`src/design/sparse_polynomial_add_defines.svh`:
```
// Assertion macros for the sparse polynomial adder.
// Used by the top level; no other dependencies.
`ifndef SPARSE_POLYNOMIAL_ADD_DEFINES_SVH
`define SPARSE_POLYNOMIAL_ADD_DEFINES_SVH

// same-cycle implication
`define SPA_ASSERT_NOW(lbl, clk, rst, ante, cons, msg) \
  lbl: assert property (@(posedge clk) disable iff (rst) (ante) |-> (cons)) else $error(msg);

// next-cycle implication
`define SPA_ASSERT_NEXT(lbl, clk, rst, ante, cons, msg) \
  lbl: assert property (@(posedge clk) disable iff (rst) (ante) |=> (cons)) else $error(msg);

`endif

```
`src/design/spa_pkg.sv`:
```
// Shared types and constants for the sparse polynomial adder.
// No dependencies.
package spa_pkg;

  localparam int MAX_TERMS = 16;
  localparam int IDX_W     = (MAX_TERMS > 1) ? $clog2(MAX_TERMS) : 1;
  localparam int CNT_W     = $clog2(MAX_TERMS + 1);
  localparam int COEF_W    = 16;
  localparam int SUM_W     = COEF_W + 1;
  localparam int EXP_W     = 8;

  typedef enum logic [1:0] {
    OP_LOAD_A = 2'd0,
    OP_LOAD_B = 2'd1,
    OP_MERGE  = 2'd2,
    OP_NOP    = 2'd3
  } op_t;

  typedef struct packed {
    op_t                       operation;
    logic signed [COEF_W-1:0]  coefficient;
    logic        [EXP_W-1:0]   exponent;
  } in_beat_t;

  typedef struct packed {
    logic signed [SUM_W-1:0]   sum_coefficient;
    logic        [EXP_W-1:0]   term_exponent;
    logic                      empty_res;
    logic                      dropped;
    logic                      last;
  } out_beat_t;

  typedef struct packed {
    logic signed [COEF_W-1:0]  coefficient;
    logic        [EXP_W-1:0]   exponent;
  } term_t;

  typedef struct packed {
    logic              en;
    logic [IDX_W-1:0]  addr;
    term_t             data;
  } ram_wr_t;

  typedef struct packed {
    logic emit;
    logic last;
  } spa_status_t;

endpackage

```
`src/design/sparse_polynomial_add.sv`:
```
// Loads: one beat per cycle, no result. Merge: the term stores register the read data, then
// one result per cycle enters the result register while the output is not stalled (two
// term-store read ports, read pointers prefetched); the next beat waits for the last result.
// Result register decouples output stall; loads are taken while a result waits.
// Synchronous active-high reset clears counts, overflow flag and control;
// term stores are not cleared (only entries below the counts are read).
module sparse_polynomial_add (
  input  logic               clk,
  input  logic               rst,
  input  logic               term_valid,
  output logic               term_stall,
  input  spa_pkg::in_beat_t  term,
  output logic               result_valid,
  input  logic               result_stall,
  output spa_pkg::out_beat_t result
);

  `include "sparse_polynomial_add_defines.svh"

  spa_pkg::ram_wr_t          a_wr, b_wr;
  logic [spa_pkg::IDX_W-1:0] a_rd_addr, b_rd_addr;
  spa_pkg::term_t            a_rd_data, b_rd_data;
  spa_pkg::spa_status_t      status;

  spa_term_ram u_ram_a (
    .clk     (clk),
    .wr      (a_wr),
    .rd_addr (a_rd_addr),
    .rd_data (a_rd_data)
  );

  spa_term_ram u_ram_b (
    .clk     (clk),
    .wr      (b_wr),
    .rd_addr (b_rd_addr),
    .rd_data (b_rd_data)
  );

  spa_merge_ctrl u_ctrl (
    .clk       (clk),
    .rst       (rst),
    .in_valid  (term_valid),
    .in_stall  (term_stall),
    .in_data   (term),
    .out_valid (result_valid),
    .out_stall (result_stall),
    .out_data  (result),
    .a_wr      (a_wr),
    .b_wr      (b_wr),
    .a_rd_addr (a_rd_addr),
    .b_rd_addr (b_rd_addr),
    .a_rd_data (a_rd_data),
    .b_rd_data (b_rd_data),
    .status    (status)
  );

  `SPA_ASSERT_NOW(a_empty_is_last, clk, rst, result_valid && result.empty_res, result.last, "empty result not flagged last")
  `SPA_ASSERT_NOW(a_no_overwrite, clk, rst, status.emit, !(result_valid && result_stall), "result overwritten while stalled")
  `SPA_ASSERT_NEXT(a_last_frees_input, clk, rst, status.emit && status.last, !term_stall, "input still stalled after final result")
  `SPA_ASSERT_NEXT(a_merge_busy, clk, rst, term_valid && !term_stall && (term.operation == spa_pkg::OP_MERGE), term_stall, "merge beat did not occupy the block")

endmodule

```
`src/design/spa_term_ram.sv`:
```
// Term store: one write port, one registered read port.
// Depends on spa_pkg.
module spa_term_ram (
  input  logic                     clk,
  input  spa_pkg::ram_wr_t         wr,
  input  logic [spa_pkg::IDX_W-1:0] rd_addr,
  output spa_pkg::term_t           rd_data
);

  spa_pkg::term_t mem [spa_pkg::MAX_TERMS];

  always_ff @(posedge clk) begin
    if (wr.en) begin
      mem[wr.addr] <= wr.data;
    end
    rd_data <= mem[rd_addr];
  end

endmodule

```
`src/design/spa_merge_ctrl.sv`:
```
// Load/merge sequencer: term counts, merge read pointers, result register.
// Depends on spa_pkg; drives two spa_term_ram instances.
module spa_merge_ctrl (
  input  logic                      clk,
  input  logic                      rst,
  input  logic                      in_valid,
  output logic                      in_stall,
  input  spa_pkg::in_beat_t         in_data,
  output logic                      out_valid,
  input  logic                      out_stall,
  output spa_pkg::out_beat_t        out_data,
  output spa_pkg::ram_wr_t          a_wr,
  output spa_pkg::ram_wr_t          b_wr,
  output logic [spa_pkg::IDX_W-1:0] a_rd_addr,
  output logic [spa_pkg::IDX_W-1:0] b_rd_addr,
  input  spa_pkg::term_t            a_rd_data,
  input  spa_pkg::term_t            b_rd_data,
  output spa_pkg::spa_status_t      status
);

  typedef enum logic {S_IDLE, S_MERGE} state_t;

  state_t                    state;
  logic [spa_pkg::CNT_W-1:0] cnt_a, cnt_b, ptr_a, ptr_b;
  logic [spa_pkg::CNT_W-1:0] ptr_a_next, ptr_b_next;
  logic                      ovf;

  logic accept, a_left, b_left, take_a, take_b, out_free, emit, done;
  logic signed [spa_pkg::SUM_W-1:0] coef_a, coef_b;
  spa_pkg::out_beat_t res_next;

  assign in_stall = (state != S_IDLE);
  assign accept   = in_valid && !in_stall;

  always_comb begin
    a_wr.en   = accept && (in_data.operation == spa_pkg::OP_LOAD_A) &&
                (cnt_a < spa_pkg::CNT_W'(spa_pkg::MAX_TERMS));
    a_wr.addr = cnt_a[spa_pkg::IDX_W-1:0];
    a_wr.data = {in_data.coefficient, in_data.exponent};
    b_wr.en   = accept && (in_data.operation == spa_pkg::OP_LOAD_B) &&
                (cnt_b < spa_pkg::CNT_W'(spa_pkg::MAX_TERMS));
    b_wr.addr = cnt_b[spa_pkg::IDX_W-1:0];
    b_wr.data = {in_data.coefficient, in_data.exponent};
  end

  // merge step: equal exponents take both
  assign a_left   = (ptr_a < cnt_a);
  assign b_left   = (ptr_b < cnt_b);
  assign take_a   = a_left && (!b_left || (a_rd_data.exponent >= b_rd_data.exponent));
  assign take_b   = b_left && (!a_left || (b_rd_data.exponent >= a_rd_data.exponent));
  assign out_free = !out_valid || !out_stall;
  assign emit     = (state == S_MERGE) && out_free;

  assign coef_a = take_a ? {a_rd_data.coefficient[spa_pkg::COEF_W-1], a_rd_data.coefficient}
                         : '0;
  assign coef_b = take_b ? {b_rd_data.coefficient[spa_pkg::COEF_W-1], b_rd_data.coefficient}
                         : '0;

  always_comb begin
    ptr_a_next = ptr_a;
    ptr_b_next = ptr_b;
    if (accept && (in_data.operation == spa_pkg::OP_MERGE)) begin
      ptr_a_next = '0;
      ptr_b_next = '0;
    end else if (emit) begin
      ptr_a_next = ptr_a + spa_pkg::CNT_W'(take_a);
      ptr_b_next = ptr_b + spa_pkg::CNT_W'(take_b);
    end
  end

  assign done      = !(ptr_a_next < cnt_a) && !(ptr_b_next < cnt_b);
  assign a_rd_addr = ptr_a_next[spa_pkg::IDX_W-1:0];
  assign b_rd_addr = ptr_b_next[spa_pkg::IDX_W-1:0];

  always_comb begin
    res_next.sum_coefficient = coef_a + coef_b;
    res_next.term_exponent   = take_a ? a_rd_data.exponent :
                               (take_b ? b_rd_data.exponent : '0);
    res_next.empty_res       = !a_left && !b_left;
    res_next.dropped         = ovf;
    res_next.last            = done;
  end

  assign status.emit = emit;
  assign status.last = done;

  always_ff @(posedge clk) begin
    if (rst) begin
      state     <= S_IDLE;
      cnt_a     <= '0;
      cnt_b     <= '0;
      ptr_a     <= '0;
      ptr_b     <= '0;
      ovf       <= 1'b0;
      out_valid <= 1'b0;
    end else begin
      ptr_a <= ptr_a_next;
      ptr_b <= ptr_b_next;
      if (emit) begin
        out_valid <= 1'b1;
        out_data  <= res_next;
      end else if (!out_stall) begin
        out_valid <= 1'b0;
      end
      unique case (state)
        S_IDLE: begin
          if (accept) begin
            unique case (in_data.operation)
              spa_pkg::OP_LOAD_A: begin
                if (a_wr.en) cnt_a <= cnt_a + spa_pkg::CNT_W'(1);
                else         ovf   <= 1'b1;
              end
              spa_pkg::OP_LOAD_B: begin
                if (b_wr.en) cnt_b <= cnt_b + spa_pkg::CNT_W'(1);
                else         ovf   <= 1'b1;
              end
              spa_pkg::OP_MERGE: state <= S_MERGE;
              default: ;
            endcase
          end
        end
        S_MERGE: begin
          if (emit && done) begin
            state <= S_IDLE;
            cnt_a <= '0;
            cnt_b <= '0;
            ovf   <= 1'b0;
          end
        end
        default: state <= S_IDLE;
      endcase
    end
  end

endmodule

```
`config.mk`:
```
export PLATFORM = sky130hd
export DESIGN_NAME = sparse_polynomial_add
export DESIGN_NICKNAME = d
export VERILOG_FILES = /design/src/design/spa_pkg.sv /design/src/design/sparse_polynomial_add.sv /design/src/design/spa_term_ram.sv /design/src/design/spa_merge_ctrl.sv
export VERILOG_INCLUDE_DIRS = /design/src /design/src/design
export SDC_FILE = /design/constraint.sdc
export NUM_CORES = 1
export LEC_CHECK = 0
export BUFFER_PORTS_ARGS = -buffer_cell sky130_fd_sc_hd__buf_2
export CAP_MARGIN = 20
export CORE_MARGIN = 2
export CORE_UTILIZATION = 42
export DETAILED_ROUTE_END_ITERATION = 10
export PLACE_DENSITY_LB_ADDON = 0.3
export SKIP_LAST_GASP = 1
export SLEW_MARGIN = 20
export SYNTH_ARGS = -nofsm -noshare
export SYNTH_HDL_FRONTEND = slang
export SYNTH_SLANG_ARGS = --single-unit
```
`constraint.sdc`:
```
create_clock -name clk -period 4.9 [get_ports clk]
set_input_delay 0.49 -clock clk [delete_from_list [all_inputs] [get_ports clk]]
set_output_delay 0.49 -clock clk [all_outputs]
set_load 0.03 [all_outputs]
```
==> flow_summary.toml, run 1 <==
[run_status]
status = "finished, final reports clean"

[synthesis]
synthCells = 2289
ys_warn_count = 0
syn_area_um2 = 34860
synth_edf_count = 796
synth.distinct_cells = 68
synthArstFlopShare_pct = 0
synth_ff_type = "edfxtp_1"
synth_top_cells_by_area = "edfxtp_1 (69%), mux2i_1 (5.5%), dfxtp_1 (4.1%)"
synth_seq_cells = 867
netlist.area_leader.share_pct = 68.57
syn-num-nets = 2372
post-synth-top-area-cell = "edfxtp_1"
ys_seq_area_share_pct = 72.65
avgSynthCellArea_um2 = 15.23

[timing]
skew_ns = 0.03077
finalHoldViolations = 0
slew_headroom_pct = 25.39
clock.fmax_mhz = 213.8
post-route-min-period_ns = 4.677
slew_viol_final = 0
whs_ns = 0.2679
rsz0062_at_grt = "true"
fin_crit_sh_pct = 95.46
setup_viol = 0
worst_pin_slew_ns = 1.116

[min_path]
holdPathStages = 5
hold_path_end = "u_ctrl.cnt_a[1]$_SDFFE_PP0P_"
hold_path.class = "in -> reg"
hp-start = "term_valid"

[routing]
vias_per_cell = 5.828
drtIter0Drc = 2077
drc = 0
vias = 20438
wirelength_um = 89810
wl_per_cell_um = 25.61
drtAntennaViolNets = 0
dr.pass1.iters = 5

[power_and_ir_drop]
seqPwrFrac_pct = 53.1
switchingPower_uw = 3278
clkPwrFrac_pct = 43.1
ir_worst_vdd_v = 0.0002285
p_per_area_nw_per_um2 = 387.7
switching_share_pct = 21.34
power_frac_comb_pct = 3.8
total_power_uw = 15360
leakagePower_uw = 0.01390
internal_power_uw = 12080

[floorplanning]
core_area_um2 = 82110
fp.dieW_um = 292.1
fp.dieArea_um2 = 85320
fp.dieH_um = 292.1
initial_core_util_pct = 42.45
ioPinCount = 60
num_rows = 105

[critical_path]
r2r-end = "u_ctrl.cnt_a[0]$_SDFFE_PP0P_"
critPathKind = "reg -> reg"
required_ns = 5.45
startpoint_type = "flip-flop"
rr_worst_depth = 19
setup.worst_path.end_class = "flip-flop"
r2r_start = "u_ram_a.rd_data[1]$_DFF_P_"
crit_arrival_ns = 5.23
crit_fanout = 12
r2r_slack_ns = 0.22
crit_path_start = "u_ram_a.rd_data[1]$_DFF_P_"

[global_route]
grt_pass1_vias = 20196
grt_first_pass_wirelength_um = 132200
gr-usage-all-layers_pct = 20.81
antenna_found_initial = 0
grt_start_max_net_pins = 146
grt_overflow = 0

[layout]
multiInputGateArea_um2 = 9050
areaGrowthSynthToFinish_pct = 13.63
fin_cells = 3507
mostFrequentLayoutCells = "edfxtp_1 (796), mux2i_1 (193), nor2_1 (182), nor3_1 (153), clkbuf_16 (86)"
fin_nets = 2446
fillers = 6830
fin_util_pct = 48.24
regArea_um2 = 25320
n_antenna_cell = 0
layout_commonest_cell = "edfxtp_1"
drive_above_1_share_pct = 14.03

[placement]
place_congestion = 0.8473
numPortBuffers = 59
dpl.hpwl_um = 49190
post-place-cells = 3345

[clock_tree]
cts.clk_slew.worst_paths_ns = 0.07
insertion_delay_ns = 0.65
clock-sinks = 867
clockBufferDepth = 3
clock-root-buffer = "clkbuf_16"
numCtsBuffers = 86
tritoncts = "done"
cts.htree.levels = 3

[run]
max-cap-violations = 0
## layout make-up
cell class	instances	area share, %
Clock buffer	112	5.831
Clock inverter	50	1.314
Inverter	31	0.2938
Multi-Input combinational cell	1252	22.85
Sequential cell	867	63.94
Tap cell	1070	3.380
Timing Repair Buffer	125	2.394
## logic make-up after synthesis
group	share of synthesized area [%]
buffers and inverters	2.157
XOR/XNOR	0.5959
flip-flops	72.65
adder cells (fa/ha/maj)	1.924
AND/OR/NAND/NOR	8.618
multiplexers	6.382
AO/OA/AOI/OAI	7.674
## per-layer routing
layer  part of all wire [%]  wire length (um)  global-route usage (%)  up-vias
met1                     44             39840                   29.38    10481
li1                       -                 -                       -     9104
met2                     47             42160                   33.45      719
met3                    6.1              5470                   2.809      134
met4                    2.6              2333                   6.739        0
met5                      0                 0                       0        -
## power groups by stage
stage                     Clock [uW]  Sequential, uW  Combinational, uW
after floorplan                    0            8310                292
after CTS                       6710            8150                580
final                           6620            8150                584
after global placement             0            8310                561
after global routing            6980            8150                626
after detailed placement           0            8310                576
## flip-flops by register name (all words and copies together) (netlist names)
signal and cells:
u_ctrl.cnt_a 5, u_ctrl.cnt_b 5, u_ctrl.in_stall 1, u_ctrl.out_data 28, u_ctrl.out_valid 1, u_ctrl.ovf 1
u_ctrl.ptr_a 5, u_ctrl.ptr_b 5, u_ram_a.mem 384, u_ram_a.rd_data 24, u_ram_b.mem 384, u_ram_b.rd_data 24
## cells in the mapped netlist, types with 14 or more instances
library cell and n:
nand2_1 79, a32o_1 25, inv_1 31, and2_1 34
and4b_1 24, o22ai_1 28, o221ai_1 72, o211ai_1 75
dfxtp_1 71, mux2i_1 193, mux2_2 26, clkbuf_1 74
nor2_1 208, buf_2 49, a21oi_1 45, nand2b_1 29
xnor2_1 14, o21ai_0 33, or3_1 25, ha_1 52
nor3_1 161, edfxtp_1 796, o32ai_1 25
## how the worst max path moves through the flow
stage	endpoint	slack (ns)
2_1_floorplan	u_ctrl.in_stall$_SDFF_PP0_	0.37
3_3_place_gp	u_ctrl.out_data[25]$_DFFE_PP_	0.41
3_5_place_dp	u_ctrl.out_data[25]$_DFFE_PP_	0.14
4_1_cts	u_ctrl.out_data[25]$_DFFE_PP_	0.13
5_1_grt	u_ctrl.cnt_a[0]$_SDFFE_PP0P_	-0.02
6_report	u_ctrl.cnt_a[0]$_SDFFE_PP0P_	0.22
## through the flow
step | instance area (um2) | setup TNS (ns) | setup WS, ns
finish | 39610 | 0 | 0.2226
global route | 39610 | -0.02304 | -0.02304
CTS | 39580 | 0 | 0.1327
detailed placement | 36750 | 0 | 0.1392
global placement | 36740 | 0 | 0.4067
floorplan | 34860 | 0 | 0.3726
## worst max-delay path, cell delays in order (launching register included)
cell       delay, ns
dfxtp_1         0.34
inv_1           0.05
ha_1            0.29
nor2b_1         0.14
o211ai_1        0.22
a21oi_1         0.10
o22ai_1         0.46
o21a_1          0.20
ha_1            0.19
ha_1            0.23
mux2_2          0.27
a22oi_2         0.39
inv_2           0.11
ha_1            0.21
a2111oi_0       0.48
a22o_1          0.28
a211o_1         0.15
o21bai_1        0.06
buf_4           0.19
o31ai_1         0.21
## timing repair
item                       in CTS  in global routing
hold buffers                    0                  0
setup endpoints to repair       0                 20
gates resized for setup         0                  3
buffers inserted                0                  0
Note: power is estimated with default switching activity, not from simulation.
==> run 2: changes to the inputs <==
CORE_MARGIN = not set   (was 2)
CORE_UTILIZATION = 37   (was 42)
==> flow_summary.toml, run 2 (synthesis results as in run 1) <==
[floorplanning]
num_rows = 112
fp.dieArea_um2 = 95440
fp.dieW_um = 308.9
fp.dieH_um = 308.9
initial_core_util_pct = 37.35
ioPinCount = 60
core_area_um2 = 93330

[critical_path]
crit_path_cell_trace = "inv_1, ha_1, a21oi_1, o21ai_0, o21a_1, buf_4, and2_1, ha_1, a21o_1, a21oi_1, a21oi_1, o41ai_2, or4b_2, o211ai_1"
startpoint_type = "flip-flop"
crit_arrival_ns = 5.02
path_delay_family = "compound AO/OA/AOI/OAI gates"
crit_top_cell = "a21oi_1"
rr_worst_depth = 14
required_ns = 5.39
r2r_slack_ns = 0.37
slowest_stage = "or4b_2"
r2r_start = "u_ctrl.cnt_b[2]$_SDFFE_PP0P_"
critPathKind = "reg -> reg"
setup.worst_path.end_class = "flip-flop"
crit_fanout = 25
r2r-end = "u_ctrl.out_data[24]$_DFFE_PP_"
slowest_delay_ns = 0.64
cp.buffers_inverters = 2

[timing]
worst_pin_slew_ns = 1.011
slew_viol_final = 0
fin_crit_sh_pct = 92.51
setup_viol = 0
skew_ns = 0.03128
rsz0062_at_grt = "false"
layout_setup_ws_ns = 0.3672
fin_setup_tns_ns = 0
clock.fmax_mhz = 220.6
finalHoldViolations = 0
post-route-min-period_ns = 4.533
slew_headroom_pct = 31.95

[power_and_ir_drop]
leakagePower_uw = 0.01404
p_per_area_nw_per_um2 = 389.8
ir_worst_vdd_v = 0.0002406

[clock_tree]
cts.clk_slew.worst_paths_ns = 0.06
cts.htree.levels = 3
holdBufCountCts = 0
tritoncts = "done"
clock-sinks = 867
clock-root-buffer = "clkbuf_16"
clockBufferDepth = 3
insertion_delay_ns = 0.66
numCtsBuffers = 88
cts_setup_buffers = 0
ctsResizeCount = 0

[routing]
drtIter0Drc = 2025
vias = 20470
drtAntennaViolNets = 0
wl_per_cell_um = 24.39
wirelength_um = 90390
dr.pass1.iters = 5
vias_per_cell = 5.523
drc = 0

[layout]
mostFrequentLayoutCells = "edfxtp_1 (796), mux2i_1 (193), nor2_1 (182), nor3_1 (153), clkbuf_16 (89)"
areaGrowthSynthToFinish_pct = 14.95
fin_nets = 2460
drive_above_1_share_pct = 14.52
reg.largest.list = "u_ram_a.mem (384), u_ram_b.mem (384), u_ctrl.out_data (28)"
layout_commonest_cell = "edfxtp_1"

[global_route]
use_met2_pct = 30.16
grtUsageMet3_pct = 2.261
busiest_layer = "met2"
gr-usage-all-layers_pct = 18.81
use_met1_pct = 26.78
antenna_found_initial = 3
grt_first_pass_wirelength_um = 132300
grt_start_max_net_pins = 94
grt_overflow = 0
grt_pass1_vias = 19868

[min_path]
hold_path.class = "in -> reg"
hp-start = "rst"
holdPathStages = 2
hold_path_end = "u_ctrl.ptr_a[1]$_SDFF_PP0_"

[placement]
dpl.hpwl_um = 51860
place_congestion = 0.8577
numPortBuffers = 59
place_ws_ns = 0.4674

[run_status]
status = "finished, final reports clean"

[run]
max-cap-violations = 0
-- run 2: worst max path at each step --
stage / startpoint / cells past startpoint / end
CTS: u_ctrl.cnt_b[2]$_SDFFE_PP0P_ / 16 / u_ctrl.out_data[25]$_DFFE_PP_
detailed placement: u_ctrl.cnt_a[2]$_SDFFE_PP0P_ / 17 / u_ctrl.out_data[25]$_DFFE_PP_
floorplan: u_ctrl.cnt_b[2]$_SDFFE_PP0P_ / 20 / u_ctrl.in_stall$_SDFF_PP0_
global placement: u_ctrl.cnt_b[2]$_SDFFE_PP0P_ / 16 / u_ctrl.out_data[25]$_DFFE_PP_
finish: u_ctrl.cnt_b[2]$_SDFFE_PP0P_ / 14 / u_ctrl.out_data[24]$_DFFE_PP_
global route: u_ctrl.cnt_b[2]$_SDFFE_PP0P_ / 16 / u_ctrl.out_data[25]$_DFFE_PP_
-- run 2: power by group --
part	switching (uW)	leakage [uW]	internal (uW)	total, uW
registers	29.5	0.00776	8130	8160
clock network	2810	0.00145	4070	6880
logic	412	0.00484	168	580
total	3260	0.0140	12400	15600
-- run 2: stage by stage --
stage | instances | util (%) | cell area [um2] | total power, uW | hold WS, ns
4_1_cts | 3705 | 42.93 | 40070 | 15750 | 0.2049
6_report | 3706 | 42.93 | 40070 | 15620 | 0.2573
3_5_place_dp | 3541 | 39.74 | 37090 | 8891 | 0.4693
3_3_place_gp | 3539 | 39.68 | 37030 | 8877 | 0.4668
5_1_grt | 3705 | 42.93 | 40070 | 16050 | 0.2430
2_1_floorplan | 2289 | - | 34860 | 8604 | 0.4090
-- run 2: per-layer routing --
metal	up-vias	wire [um]
li1	9136	-
met1	10560	40730
met2	653	42440
met3	121	5315
met4	0	1902
met5	-	0
-- run 2: area by class of cell --
type	count	area [um2]
inverter	31	116.4
tap	1254	1569
antenna	1	2.502
multi-input combinational	1252	9007
timing repair buffer	137	1071
clock inverter	57	665.6
sequential	867	25320
fill	8324	53260
clock buffer	107	2315
